$ cat config.mk
export PLATFORM = sky130hd
export DESIGN_NAME = sorted_deque_reorder_buffer
export DESIGN_NICKNAME = d
export VERILOG_FILES = /design/src/rtl/core/srob_pkg.sv /design/src/rtl/core/srob_cmp.sv /design/src/rtl/core/srob_store.sv /design/src/rtl/core/srob_ctrl.sv /design/src/rtl/core/sorted_deque_reorder_buffer.sv
export VERILOG_INCLUDE_DIRS = /design/src /design/src/rtl/core
export SDC_FILE = /design/constraint.sdc
export NUM_CORES = 2
export LEC_CHECK = 0
export ABC_AREA = 1
export BUFFER_PORTS_ARGS = -buffer_cell sky130_fd_sc_hd__clkbuf_2
export CORE_MARGIN = 1
export CORE_UTILIZATION = 40
export CTS_BUF_LIST = sky130_fd_sc_hd__clkbuf_8 sky130_fd_sc_hd__clkbuf_16
export DETAILED_ROUTE_END_ITERATION = 10
export GPL_TIMING_DRIVEN = 0
export SYNTH_ARGS = -nofsm -noshare
export SYNTH_HDL_FRONTEND = slang
export SYNTH_SLANG_ARGS = --single-unit
$ cat constraint.sdc
create_clock -name clock -period 7 [get_ports clock]
set_input_delay 1.05 -clock clock [delete_from_list [all_inputs] [get_ports clock]]
set_output_delay 1.05 -clock clock [all_outputs]
set_load 0.05 [all_outputs]
$ cat src/rtl/core/assert_macros.svh
`ifndef ASSERT_MACROS_SVH
`define ASSERT_MACROS_SVH

// Clocked property check, held off while reset is high
`define CHK_ASSERT(lbl, prop, msg) \
   lbl: assert property (@(posedge clock) disable iff (reset) prop) else $error(msg);

// Clocked check that a condition never occurs
`define CHK_NEVER(lbl, expr, msg) \
   lbl: assert property (@(posedge clock) disable iff (reset) !(expr)) else $error(msg);

`endif

$ cat src/rtl/core/srob_pkg.sv
`default_nettype none

package srob_pkg;

   // built ring depth, the index width derived from it, and fixed widths
   localparam int DEPTH = 32;
   localparam int IDX_W = $clog2(DEPTH);
   localparam int CNT_W = 6;
   localparam int KEY_W = 32;
   localparam int TAG_W = 32;

   localparam logic [CNT_W-1:0] CAP_RESET = CNT_W'(32);

   // action codes
   localparam logic [2:0] ACT_PUSH_BACK  = 3'd0;
   localparam logic [2:0] ACT_PUSH_FRONT = 3'd1;
   localparam logic [2:0] ACT_INSERT     = 3'd2;
   localparam logic [2:0] ACT_POP        = 3'd3;
   localparam logic [2:0] ACT_PEEK       = 3'd4;
   localparam logic [2:0] ACT_CLEAR      = 3'd5;

   // status codes
   localparam logic [2:0] ST_OK      = 3'd0;
   localparam logic [2:0] ST_DROPPED = 3'd1;
   localparam logic [2:0] ST_FULL    = 3'd2;
   localparam logic [2:0] ST_DUP     = 3'd3;
   localparam logic [2:0] ST_EMPTY   = 3'd4;

   typedef logic [IDX_W-1:0] idx_type;
   typedef logic [CNT_W-1:0] cnt_type;

   typedef struct packed {
      logic [KEY_W-1:0] seq;
      logic [TAG_W-1:0] tag;
   } entry_type;

   // entry memory access: one write and one read port
   typedef struct packed {
      logic      we;
      idx_type   waddr;
      entry_type wdata;
      idx_type   raddr;
   } mem_req_type;

   // outcome of the shared key compare
   typedef struct packed {
      logic eq;
      logic gt;
   } cmp_type;

   typedef struct packed {
      logic [2:0]       status;
      logic             out_valid;
      logic [KEY_W-1:0] out_seq;
      logic [TAG_W-1:0] out_tag;
      cnt_type          occupancy;
      logic             is_full;
      logic             is_empty;
   } result_type;

   typedef struct packed {
      logic    idle;
      cnt_type count;
      cnt_type cap;
   } ctrl_status_type;

   // capacity in use: zero acts as one, clipped to the built depth
   function automatic cnt_type cap_limit(input cnt_type v);
      if (v == '0) return CNT_W'(1);
      if (v > CNT_W'(DEPTH)) return CNT_W'(DEPTH);
      return v;
   endfunction

   // ring index forward, wrapping at the capacity
   function automatic idx_type step_up(input idx_type i, input cnt_type cap);
      cnt_type nx;
      nx = CNT_W'(i) + CNT_W'(1);
      return (nx >= cap) ? '0 : IDX_W'(nx);
   endfunction

   // ring index backward, wrapping at the capacity
   function automatic idx_type step_down(input idx_type i, input cnt_type cap);
      cnt_type top;
      top = cap - CNT_W'(1);
      return ((i == '0) || (CNT_W'(i) >= cap)) ? IDX_W'(top) : i - IDX_W'(1);
   endfunction

endpackage

`default_nettype wire

$ cat src/rtl/core/srob_cmp.sv
`default_nettype none

// Shared key comparator: stored key against the request key, unsigned
module srob_cmp import srob_pkg::*; (
   input  wire logic [KEY_W-1:0] stored_key,
   input  wire logic [KEY_W-1:0] req_key,
   output cmp_type               result
);

   assign result.eq = (stored_key == req_key);
   assign result.gt = (stored_key > req_key);

endmodule

`default_nettype wire

$ cat src/rtl/core/srob_store.sv
`default_nettype none

// Entry memory: one write port, one registered read port
module srob_store import srob_pkg::*; (
   input  wire logic        clock,
   input  wire mem_req_type mem_req,
   output entry_type        rd_data
);

   entry_type mem_ff [DEPTH];
   entry_type rd_ff;

   always_ff @(posedge clock) begin
      if (mem_req.we) begin
         mem_ff[mem_req.waddr] <= mem_req.wdata;
      end
      rd_ff <= mem_ff[mem_req.raddr];
   end

   assign rd_data = rd_ff;

endmodule

`default_nettype wire

$ cat src/rtl/core/srob_ctrl.sv
`default_nettype none

// Sequencer: ring pointers, capacity, and the scan / shift walks
module srob_ctrl import srob_pkg::*; (
   input  wire logic             clock,
   input  wire logic             reset,
   input  wire logic             req_valid,
   output logic                  req_ready,
   input  wire logic [2:0]       req_action,
   input  wire entry_type        req_entry,
   input  wire logic             csr_valid,
   output logic                  csr_ready,
   input  wire logic [CNT_W-1:0] csr_data,
   output mem_req_type           mem_req,
   input  wire entry_type        rd_data,
   input  wire logic             out_free,
   output logic                  res_valid,
   output result_type            res,
   output ctrl_status_type       st
);

   typedef enum logic [4:0] {
      S_IDLE  = 5'b00001,
      S_FETCH = 5'b00010,
      S_SCAN  = 5'b00100,
      S_SHIFT = 5'b01000,
      S_DONE  = 5'b10000
   } state_type;

   state_type        state_ff, state_in;
   idx_type          head_ff, head_in;
   idx_type          tail_ff, tail_in;
   cnt_type          count_ff, count_in;
   cnt_type          cap_ff, cap_in;
   logic [2:0]       act_ff, act_in;
   entry_type        ent_ff, ent_in;
   logic [2:0]       status_ff, status_in;
   logic             ov_ff, ov_in;
   entry_type        out_ff, out_in;
   idx_type          rp_ff, rp_in;
   cnt_type          iss_ff, iss_in;
   cnt_type          cmpn_ff, cmpn_in;
   logic             rdv_ff, rdv_in;
   idx_type          cur_ff, cur_in;
   idx_type          nh_ff, nh_in;

   cnt_type          cap_use;
   logic             full_now;
   logic             req_fire;
   logic             csr_fire;
   logic             stop;
   logic             issue;
   cmp_type          cmp;

   assign cap_use   = cap_limit(cap_ff);
   assign full_now  = (count_ff >= cap_use);
   assign req_ready = (state_ff == S_IDLE);
   // a request offered in the same cycle goes first
   assign csr_ready = (state_ff == S_IDLE) && !req_valid;
   assign req_fire  = req_valid && req_ready;
   assign csr_fire  = csr_valid && csr_ready;

   // one comparator serves both the duplicate scan and the shift walk
   srob_cmp u_cmp (
      .stored_key (rd_data.seq),
      .req_key    (ent_ff.seq),
      .result     (cmp)
   );

   // next-state and datapath control
   always_comb begin
      state_in  = state_ff;
      head_in   = head_ff;
      tail_in   = tail_ff;
      count_in  = count_ff;
      cap_in    = cap_ff;
      act_in    = act_ff;
      ent_in    = ent_ff;
      status_in = status_ff;
      ov_in     = ov_ff;
      out_in    = out_ff;
      rp_in     = rp_ff;
      iss_in    = iss_ff;
      cmpn_in   = cmpn_ff;
      rdv_in    = 1'b0;
      cur_in    = cur_ff;
      nh_in     = nh_ff;
      stop      = 1'b0;
      issue     = 1'b0;
      res_valid = 1'b0;
      mem_req       = '0;
      mem_req.raddr = head_ff;

      unique case (state_ff)
         S_IDLE: begin
            if (req_fire) begin
               act_in    = req_action;
               ent_in    = req_entry;
               status_in = ST_OK;
               ov_in     = 1'b0;
               out_in    = '0;
               state_in  = S_DONE;
               unique case (req_action)
                  ACT_PUSH_BACK: begin
                     // full: drop the front entry first
                     if (full_now) begin
                        head_in   = step_up(head_ff, cap_use);
                        status_in = ST_DROPPED;
                     end else begin
                        count_in = count_ff + CNT_W'(1);
                     end
                     mem_req.we    = 1'b1;
                     mem_req.waddr = tail_ff;
                     mem_req.wdata = req_entry;
                     tail_in       = step_up(tail_ff, cap_use);
                  end
                  ACT_PUSH_FRONT: begin
                     // full: drop the back entry first
                     if (full_now) begin
                        tail_in   = step_down(tail_ff, cap_use);
                        status_in = ST_DROPPED;
                     end else begin
                        count_in = count_ff + CNT_W'(1);
                     end
                     head_in       = step_down(head_ff, cap_use);
                     mem_req.we    = 1'b1;
                     mem_req.waddr = step_down(head_ff, cap_use);
                     mem_req.wdata = req_entry;
                  end
                  ACT_INSERT: begin
                     if (full_now) begin
                        status_in = ST_FULL;
                     end else begin
                        state_in = S_SCAN;
                        rp_in    = head_ff;
                        iss_in   = '0;
                        cmpn_in  = '0;
                     end
                  end
                  ACT_POP, ACT_PEEK: begin
                     // read of the front is issued this cycle
                     if (count_ff == '0) begin
                        status_in = ST_EMPTY;
                     end else begin
                        state_in = S_FETCH;
                     end
                  end
                  ACT_CLEAR: begin
                     head_in  = '0;
                     tail_in  = '0;
                     count_in = '0;
                  end
                  default: begin
                  end
               endcase
            end else if (csr_fire) begin
               // capacity write empties the queue
               cap_in   = csr_data;
               head_in  = '0;
               tail_in  = '0;
               count_in = '0;
            end
         end

         S_FETCH: begin
            ov_in    = 1'b1;
            out_in   = rd_data;
            state_in = S_DONE;
            if (act_ff == ACT_POP) begin
               head_in  = step_up(head_ff, cap_use);
               count_in = count_ff - CNT_W'(1);
            end
         end

         S_SCAN: begin
            // duplicate scan over live entries, reads pipelined ahead
            mem_req.raddr = rp_ff;
            if (rdv_ff) begin
               cmpn_in = cmpn_ff + CNT_W'(1);
               if (cmp.eq) begin
                  status_in = ST_DUP;
                  state_in  = S_DONE;
                  stop      = 1'b1;
               end
            end else if (cmpn_ff == count_ff) begin
               state_in = S_SHIFT;
               cur_in   = step_down(head_ff, cap_use);
               nh_in    = step_down(head_ff, cap_use);
               cmpn_in  = '0;
               stop     = 1'b1;
            end
            issue = !stop && (iss_ff < count_ff);
            if (issue) begin
               rp_in  = step_up(rp_ff, cap_use);
               iss_in = iss_ff + CNT_W'(1);
            end else if (state_in == S_SHIFT) begin
               rp_in  = head_ff;
               iss_in = '0;
            end
            rdv_in = issue;
         end

         S_SHIFT: begin
            // move keys not above the new key one slot toward the front
            mem_req.raddr = rp_ff;
            if (rdv_ff) begin
               mem_req.we    = 1'b1;
               mem_req.waddr = cur_ff;
               if (cmp.gt) begin
                  mem_req.wdata = ent_ff;
                  stop          = 1'b1;
               end else begin
                  mem_req.wdata = rd_data;
                  cur_in        = step_up(cur_ff, cap_use);
                  cmpn_in       = cmpn_ff + CNT_W'(1);
               end
            end else if (cmpn_ff == count_ff) begin
               mem_req.we    = 1'b1;
               mem_req.waddr = cur_ff;
               mem_req.wdata = ent_ff;
               stop          = 1'b1;
            end
            if (stop) begin
               head_in  = nh_ff;
               count_in = count_ff + CNT_W'(1);
               state_in = S_DONE;
            end
            issue = !stop && (iss_ff < count_ff);
            if (issue) begin
               rp_in  = step_up(rp_ff, cap_use);
               iss_in = iss_ff + CNT_W'(1);
            end
            rdv_in = issue;
         end

         S_DONE: begin
            if (out_free) begin
               res_valid = 1'b1;
               state_in  = S_IDLE;
            end
         end

         default: begin
            state_in = S_IDLE;
         end
      endcase
   end

   // result as seen after the action
   always_comb begin
      res.status    = status_ff;
      res.out_valid = ov_ff;
      res.out_seq   = out_ff.seq;
      res.out_tag   = out_ff.tag;
      res.occupancy = count_ff;
      res.is_full   = (count_ff == cap_use);
      res.is_empty  = (count_ff == '0);
   end

   assign st.idle  = (state_ff == S_IDLE);
   assign st.count = count_ff;
   assign st.cap   = cap_use;

   // control registers
   always_ff @(posedge clock) begin
      if (reset) begin
         state_ff <= S_IDLE;
         head_ff  <= '0;
         tail_ff  <= '0;
         count_ff <= '0;
         cap_ff   <= CAP_RESET;
         rdv_ff   <= 1'b0;
      end else begin
         state_ff <= state_in;
         head_ff  <= head_in;
         tail_ff  <= tail_in;
         count_ff <= count_in;
         cap_ff   <= cap_in;
         rdv_ff   <= rdv_in;
      end
   end

   // payload and walk registers
   always_ff @(posedge clock) begin
      act_ff    <= act_in;
      ent_ff    <= ent_in;
      status_ff <= status_in;
      ov_ff     <= ov_in;
      out_ff    <= out_in;
      rp_ff     <= rp_in;
      iss_ff    <= iss_in;
      cmpn_ff   <= cmpn_in;
      cur_ff    <= cur_in;
      nh_ff     <= nh_in;
   end

endmodule

`default_nettype wire

$ cat src/rtl/core/sorted_deque_reorder_buffer.sv
// Circular deque of (sequence, tag) entries used as a reorder buffer, with
// push back, push front, sorted insert, pop front, peek front and clear.
// One request is worked at a time. Push, clear, unused codes, an insert
// refused as full and a pop or peek on an empty queue go straight to the
// result; a pop or peek of a held entry first waits on one registered read
// of the entry memory. A sorted insert into N held entries makes two passes:
// one pass reads every live entry through the single read port to look for a
// duplicate key, and a second pass moves entries one slot per cycle through
// the same port and the shared key comparator. An insert refused as a
// duplicate ends at the matching entry, within the first pass. The result
// sits in an output register, so a new request is taken while the previous
// result waits. The entry memory has no clearing pass; writing the capacity
// register empties the queue and is taken only when idle with no request
// offered.
`default_nettype none
`include "assert_macros.svh"

module sorted_deque_reorder_buffer import srob_pkg::*; (
   input  wire logic        clock,
   input  wire logic        reset,
   // request channel
   input  wire logic        req_tvalid,
   output logic             req_tready,
   input  wire logic [63:0] req_tdata,  // entry_seq[31:0], entry_tag[63:32]
   input  wire logic [2:0]  req_tuser,  // action[2:0]
   // result channel
   output logic             rsp_tvalid,
   input  wire logic        rsp_tready,
   output logic [71:0]      rsp_tdata,  // out_seq[31:0], out_tag[63:32],
                                        // occupancy[69:64], is_full[70],
                                        // is_empty[71]
   output logic [3:0]       rsp_tuser,  // status[2:0], out_valid[3]
   // capacity register write
   input  wire logic        csr_valid,
   output logic             csr_ready,
   input  wire logic [5:0]  csr_data
);

   mem_req_type     mem_req;
   entry_type       rd_data;
   entry_type       req_entry;
   result_type      res;
   logic            res_valid;
   ctrl_status_type ctrl_st;
   logic            out_free;

   logic            rsp_valid_ff, rsp_valid_in;
   logic [71:0]     rsp_data_ff, rsp_data_in;
   logic [3:0]      rsp_user_ff, rsp_user_in;

   assign req_entry.seq = req_tdata[31:0];
   assign req_entry.tag = req_tdata[63:32];

   assign out_free = !rsp_valid_ff || rsp_tready;

   srob_ctrl u_ctrl (
      .clock      (clock),
      .reset      (reset),
      .req_valid  (req_tvalid),
      .req_ready  (req_tready),
      .req_action (req_tuser),
      .req_entry  (req_entry),
      .csr_valid  (csr_valid),
      .csr_ready  (csr_ready),
      .csr_data   (csr_data),
      .mem_req    (mem_req),
      .rd_data    (rd_data),
      .out_free   (out_free),
      .res_valid  (res_valid),
      .res        (res),
      .st         (ctrl_st)
   );

   srob_store u_store (
      .clock   (clock),
      .mem_req (mem_req),
      .rd_data (rd_data)
   );

   // output register
   always_comb begin
      rsp_valid_in = rsp_valid_ff;
      rsp_data_in  = rsp_data_ff;
      rsp_user_in  = rsp_user_ff;
      if (res_valid) begin
         rsp_valid_in = 1'b1;
         rsp_data_in  = {res.is_empty, res.is_full, res.occupancy,
                         res.out_tag, res.out_seq};
         rsp_user_in  = {res.out_valid, res.status};
      end else if (rsp_tready) begin
         rsp_valid_in = 1'b0;
      end
   end

   always_ff @(posedge clock) begin
      if (reset) begin
         rsp_valid_ff <= 1'b0;
      end else begin
         rsp_valid_ff <= rsp_valid_in;
      end
   end

   always_ff @(posedge clock) begin
      rsp_data_ff <= rsp_data_in;
      rsp_user_ff <= rsp_user_in;
   end

   assign rsp_tvalid = rsp_valid_ff;
   assign rsp_tdata  = rsp_data_ff;
   assign rsp_tuser  = rsp_user_ff;

   // checks
   `CHK_ASSERT(a_busy_after_req, req_tvalid && req_tready |=> !ctrl_st.idle, "idle after request")
   `CHK_NEVER(a_count_in_cap, ctrl_st.count > ctrl_st.cap, "occupancy above capacity")
   `CHK_ASSERT(a_entry_ok, rsp_tvalid && rsp_tuser[3] |-> rsp_tuser[2:0] == ST_OK, "entry with bad status")
   `CHK_ASSERT(a_no_entry_zero, rsp_tvalid && !rsp_tuser[3] |-> rsp_tdata[63:0] == '0, "stale entry data")

endmodule

`default_nettype wire

# After elaboration in Yosys (flattened, before gate mapping)
# Memories as Yosys holds them, arrays and structs flattened. A register that Yosys moved wholly into a read port is not among the register bits.
# Index checks and enable logic that the tools add are counted.
# classes
n_div,0
n_eq_ne,37
n_lt_le_gt_ge,10
bitwise,2
reduce_logical,39
n_mux,98
n_addsub,11
n_shift,0
multipliers,0
# op_table
cell,count
case mux 70 bit (2 select lines),2
2-to-1 mux 70 bit,3
2-to-1 mux 5 bit,33
2-to-1 mux 64 bit,2
case mux 64 bit (2 select lines),1
2-to-1 mux 6 bit,19
case mux 5 bit (3 select lines),4
case mux 6 bit (3 select lines),3
equality test 32 bit,1
greater-than comparator 32 bit,1
>= comparator 6 bit,5
case mux 5 bit (5 select lines),1
adder 5 x 1 -> 6 bit (second input constant),4
case mux 5 bit (2 select lines),2
adder 6 x 1 -> 6 bit (second input constant),3
2-to-1 mux 1 bit,18
AND reduction 6 bit,3
inequality test 4 bit (second input constant),4
subtractor 5 x 1 -> 5 bit (second input constant),3
inequality test 2 bit (second input constant),7
equality test 6 bit,2
>= comparator 5 x 6 -> 1 bit,2
zero test 6 bit,2
2-to-1 mux 3 bit,4
other kinds (35),68
# totals
wordCells,219
latchBits,0
mem_count,1
out_inout_bits,79
ramBits,2048
register_bits,267
in_bits,78
rom_bits,0
# memory_table
memory,words,word_bits,read_ports,rd_clocked_by_memory_dff,wr,line,text
u_store.mem_ff,32,64,1,1,1,srob_store.sv:10,entry_type mem_ff [DEPTH];

# Longest topological paths before layout
# depth
word_depth,13
depth_mapped,19
mapped_depth_nobuf,19

# Modules after synthesis
# A second synthesis with hierarchy kept.
# hier_totals
hier_cells,8392
hier_area_um2,97519.8
# modules_own_cells
module,seq_area_each_um2,cells_each,area_each_um2,instances
srob_store,62780.2,6768,82990.8,1
srob_ctrl,5425.2,1401,11283.3,1
sorted_deque_reorder_buffer,2302.2,81,2324.7,1
srob_cmp,0.0,142,920.9,1

# Least setup slack after synthesis
# Ideal clock, no wire load.
# synth_timing
kind,in2reg
from,input port req_tvalid
to,memory u_store.mem_ff[2][0] (netlist bit) (enable)
path_buffers,1
t_required_ns,6.513
cell_stages,7
path_slack_ns,-0.017
setup_time_ns,0.487
arrival_ns,6.531
path_cell_list,inv_1 > nor2_2 > clkbuf_1 > nand2_1 > o21ai_2 > nand2_2 > nor2_1
# synth_between
elab_chain_cells,5
# synth_lines
item,line,text
from (decl),sorted_deque_reorder_buffer.sv:22,"input wire logic req_tvalid,"
logical AND 1 bit *,srob_ctrl.sv:60,assign req_fire = req_valid && req_ready;
2-to-1 mux 70 bit *,srob_ctrl.sv:96,if (req_fire) begin
case mux 70 bit (2 select lines) *,srob_ctrl.sv:94,unique case (state_ff)
2-to-1 mux 1 bit,srob_store.sv:14,if (mem_req.we) begin
2-to-1 mux 1 bit (not written as such),srob_store.sv:15,mem_ff[mem_req.waddr] <= mem_req.wdata;
to (decl),srob_store.sv:10,
# Every way passes the cells marked *; elsewhere a longest branch is shown, timed or not.

# Final worst setup path
# layout_timing
from,register u_ctrl.cap_ff[5]
to,memory u_store.mem_ff[8][0] (netlist bit) (enable)
# layout_between
elab_chain_cells,11
elab_cells_between_ends,15
cone_classes,add/sub (1); order compare (2); mux (10); reduce/logical (2)
# layout_lines
item,line,text
from (decl),srob_ctrl.sv:34,"cnt_type cap_ff, cap_in;"
from (signal assigned),srob_ctrl.sv:278,cap_ff <= cap_in;
greater-than comparator 6 bit,srob_pkg.sv:70,if (v > CNT_W'(DEPTH)) return CNT_W'(DEPTH);
2-to-1 mux 1 bit (2 in a row),srob_pkg.sv:70,
2-to-1 mux 6 bit,srob_pkg.sv:71,return v;
2-to-1 mux 6 bit *,srob_pkg.sv:70,
>= comparator 5 x 6 -> 1 bit,srob_pkg.sv:85,return ((i == '0) || (CNT_W'(i) >= cap)) ? IDX_W'(top) : i - IDX_W'(1);
logical OR 1 bit,srob_pkg.sv:85,
2-to-1 mux 5 bit *,srob_pkg.sv:85,
case mux 70 bit (2 select lines) *,srob_ctrl.sv:103,unique case (req_action)
2-to-1 mux 70 bit *,srob_ctrl.sv:96,
case mux 70 bit (2 select lines) *,srob_ctrl.sv:94,
# Every way passes the cells marked *; elsewhere a longest branch is shown, timed or not. The select of a mux whose other input is x is not followed.

==> metrics.yaml <==
final_layout:
  stdcell_count: 12150
  nets: 8902
  area_growth_pct: 15.52
  fillCellCount: 21440
  stdcell_area_um2: 112400
  drive_gt1_frac: 0.1227
floorplan:
  die_w_um: 495.3
  fp.dieH_um: 495.3
  io_pins: 157
  die_area_um2: 245300
  core.rowCount: 180
  initial_core_util: 0.4035
  fp.coreArea_um2: 241200
timing:
  rsz0062_at_grt: "false"
  setup_viol_count_final: 0
  max_freq_mhz: 190.0
  period_needed_ns: 5.264
  fin_skew_ns: 0.03853
  slew_headroom: -0.007685
  tightest_slew_ns: 1.512
  slew_viol_final: 11
  hold_violations: 0
  period_share: 0.7521
  setup_ws_ns: 1.736
  whs_ns: 0.3497
pwr:
  p_int_mw: 27.01
  p_sw_mw: 18.03
  swShare: 0.4003
  combinationalPowerShare: 0.355
  pwr-share-seq: 0.368
  power.leakage_nw: 41.94
  total_power_mw: 45.05
  powerDensity_nw_per_um2: 400.6
  p_clk_frac: 0.278
  ir_drop_mv: 0.2887
synthesis:
  synth_top_area_share: 0.7052
  ys_ff_latch: 2379
  syn_area_um2: 97340
  syn-num-nets: 8401
  synth-seq-area-share: 0.7244
  synth_largest_area_cell: "edfxtp_1"
  synthCells: 8234
  syn_avg_cell_area_um2: 11.82
  ys_warn_count: 0
  netlist-cell-type-count: 53
  synthTopCellsByArea: "edfxtp_1 71%, nand2_1 9.9%, nand3_1 9.9%"
detailed_routing:
  drt_iter0_drc: 9676
  drcViolationCount: 0
  dr_total_vias: 69480
  drtPass1Iterations: 7
  wirelength_mm: 346.5
  via_per_inst: 5.720
  wire_per_inst_um: 28.53
  ant_nets: 0
placement:
  dp_hpwl_mm: 240.4
  gp_congestion: 0.8961
  portBuffers: 155
  dp_slack_ns: 1.846
  placed_cell_area_um2: 104600
  dp.cells: 11680
setup_path:
  cp_slowest_cell: "nor2_4"
  rr_worst_depth: 22
  endpoint_kind: "flip-flop"
  worst_path_most_repeated_cell: "nand2_1"
  cp.buffers_inverters: 5
  r2r_start: "u_ctrl.cap_ff[5]"
  worst-setup-path-type: "flip-flop to flip-flop"
  cpPeakStageDelay_ns: 0.71
  path_delay_family: "simple AND/OR/NAND/NOR gates"
  cp.arrival_ns: 5.83
  critPathMaxFanout: 19
  path_cells: "inv_2 > nand2_1 > nand2_1 > ha_1 > inv_1 > nand2_1 > nand2_1 > nand2_1 > nand2_1 > nand3_2 > nand2_1 > nand2_1 > nand2_1 > o21ai_0 > nand2_1 > nand2_1 > nor2_1 > nand2_2 > nor2_4 > buf_12 > buf_12 > buf_12"
  timing.rr.end: "u_store.mem_ff[8][0]"
  r2r_slack_ns: 1.74
  start_kind: "flip-flop"
  worstPathRequired_ns: 7.57
clocking:
  post_cts_buffers: 0
  insertion_delay_ns: 0.91
  cts_resized: 0
  cts_buffer_depth: 3
  cts_tree: "yes"
  cts.sinks: 2379
  root_buffer: "clkbuf_16"
  hold_buffers: 0
  cts_buffers: 232
  clkTransAtPathRegs_ns: 0.06
  htreeDepth: 4
worst_hold_path:
  hold_end: "u_ctrl.ent_ff[15]"
  hold_path.startpoint: "req_tdata[47]"
  whs_path_depth: 1
  hp-class: "input pin to flip-flop"
global_route:
  grt_pass1_vias: 65040
  grt_antenna_before_repair: 30
  grt_max_degree: 66
  grt-ovfl-total: 0
  grt_pass1_wl_mm: 480.1
  grt_usage: 0.2784
flow_run:
  cap_violations: 1
run_status:
  status: "complete, but fails checks"
  violations: "max-capacitance violations, max-slew violations"
[synth_stat cells, drive strengths merged]
| library cell | number |
|---|---|
| a21boi | 3 |
| o22ai | 31 |
| o21a | 2 |
| nor2 | 213 |
| nand4 | 31 |
| nor3b | 4 |
| a22oi | 2 |
| a31oi | 3 |
| and3 | 1 |
| clkinv | 1 |
| ha | 89 |
| nand3 | 1922 |
| o21bai | 3 |
| buf | 440 |
| and2 | 2 |
| dfxtp | 93 |
| nor3 | 12 |
| inv | 239 |
| nor4 | 1 |
| xnor2 | 4 |
| o2111ai | 2 |
| clkbuf | 46 |
| a211oi | 2 |
| edfxtp | 2286 |
| nand2 | 2585 |
| o211ai | 39 |
| a21o | 17 |
| a21oi | 51 |
| xor2 | 22 |
| a32oi | 1 |
| o21ai | 73 |
| or2 | 9 |
| o31ai | 5 |
[through the flow]
stage          setup TNS, ns  utilization
2_1_floorplan         -17.77            -
3_3_place_gp               -       0.4233
3_5_place_dp               0       0.4336
4_1_cts                    0       0.4651
5_1_grt                    0       0.4660
6_report                   0       0.4662
[worst register-to-register path, delay by kind of cell, from the launching register on]
| kind | cells | cell delay (ns) |
|---|---|---|
| simple gates | 15 | 2.66 |
| buf+inv | 5 | 1.06 |
| flops | 1 | 0.53 |
| fa+ha+maj | 1 | 0.45 |
| compound gates | 1 | 0.20 |
[layout make-up]
cell class,count,area (um2),area share
Sequential cell,2379,70510,0.6270
Multi-Input combinational cell,5129,23680,0.2106
Clock buffer,238,5888,0.05236
Tap cell,3185,3985,0.03544
Timing Repair Buffer,267,3154,0.02805
Buffer,486,2552,0.02270
Clock inverter,202,1728,0.01537
Inverter,240,903.4,0.008034
Antenna cell,20,50.05,0.0004451
[cell families (layout without fill, tap and decap cells)]
group	after synthesis	in the layout	share of synthesized area
flip-flops	2379	2379	0.7244
adder cells (fa/ha/maj)	89	89	0.01144
XOR/XNOR	26	26	0.002339
buffers and inverters	726	1433	0.03540
other	0	20	0
AO/OA/AOI/OAI	234	234	0.01492
AND/OR/NAND/NOR	4780	4780	0.2115
[worst max path at each step]
| stage | slack, ns | start | end | cells after the start |
|---|---|---|---|---|
| final | 1.74 | u_ctrl.cap_ff[5] | u_store.mem_ff[8][0] | 22 |
| after global routing | 1.58 | u_ctrl.cap_ff[5] | u_store.mem_ff[8][0] | 17 |
| after CTS | 1.78 | u_ctrl.cap_ff[5] | u_store.mem_ff[8][0] | 19 |
| after detailed placement | 1.85 | u_ctrl.cap_ff[5] | u_store.mem_ff[8][0] | 19 |
| after global placement | -6.80 | req_tvalid | u_store.mem_ff[10][1] | 8 |
| after floorplan | -0.02 | req_tvalid | u_store.mem_ff[2][0] | 7 |
[power by group through the flow]
stage / clock network, mW / logic, mW / registers (mW)
after floorplan: 0 / 8.58 / 16.8
after global placement: 0 / 15.2 / 16.9
after detailed placement: 0 / 15.4 / 16.9
final: 12.5 / 16.0 / 16.6
after CTS: 12.6 / 15.5 / 16.6
after global routing: 13.1 / 16.8 / 16.6
[registers in the layout (all words and copies together) (netlist names), 3 cells and up]
register          count
rsp_tdata            72
rsp_tuser             4
u_ctrl.act_ff         3
u_ctrl.cap_ff         6
u_ctrl.cmpn_ff        6
u_ctrl.count_ff       6
u_ctrl.cur_ff         5
u_ctrl.ent_ff        64
u_ctrl.head_ff        5
u_ctrl.iss_ff         6
u_ctrl.nh_ff          5
u_ctrl.res           64
u_ctrl.rp_ff          5
u_ctrl.state_ff       5
u_ctrl.status_ff      3
u_ctrl.tail_ff        5
u_store.mem_ff     2048
u_store.rd_data      64
[metal layers]
| layer | track usage | vias up | wire length, um |
|---|---|---|---|
| met4 | 0.1454 | 20 | 18630 |
| met1 | 0.3567 | 34210 | 128100 |
| met5 | 0 | - | 133 |
| li1 | - | 30090 | - |
| met3 | 0.07181 | 767 | 41880 |
| met2 | 0.4347 | 4390 | 157800 |
[layout by cell type (no fill, tap or decap), types with 22 or more instances in the layout]
cell type	Yosys	final
inv_1	232	282
nand2_1	2574	2560
nand3_1	1918	1918
o22ai_1	31	31
clkbuf_1	45	43
buf_4	42	42
nor2_4	1	34
buf_1	51	47
nor2_1	208	175
o21ai_0	65	65
dfxtp_1	93	93
ha_1	89	89
nand4_1	28	28
a21oi_1	50	50
clkbuf_16	0	232
edfxtp_1	2286	2286
buf_2	327	330
buf_12	0	90
clkinv_1	1	50
xor2_1	22	22
clkbuf_2	1	158
o211ai_1	39	39
nand2_2	9	22
clkinv_2	0	46
(Power assumes the default switching activity.)
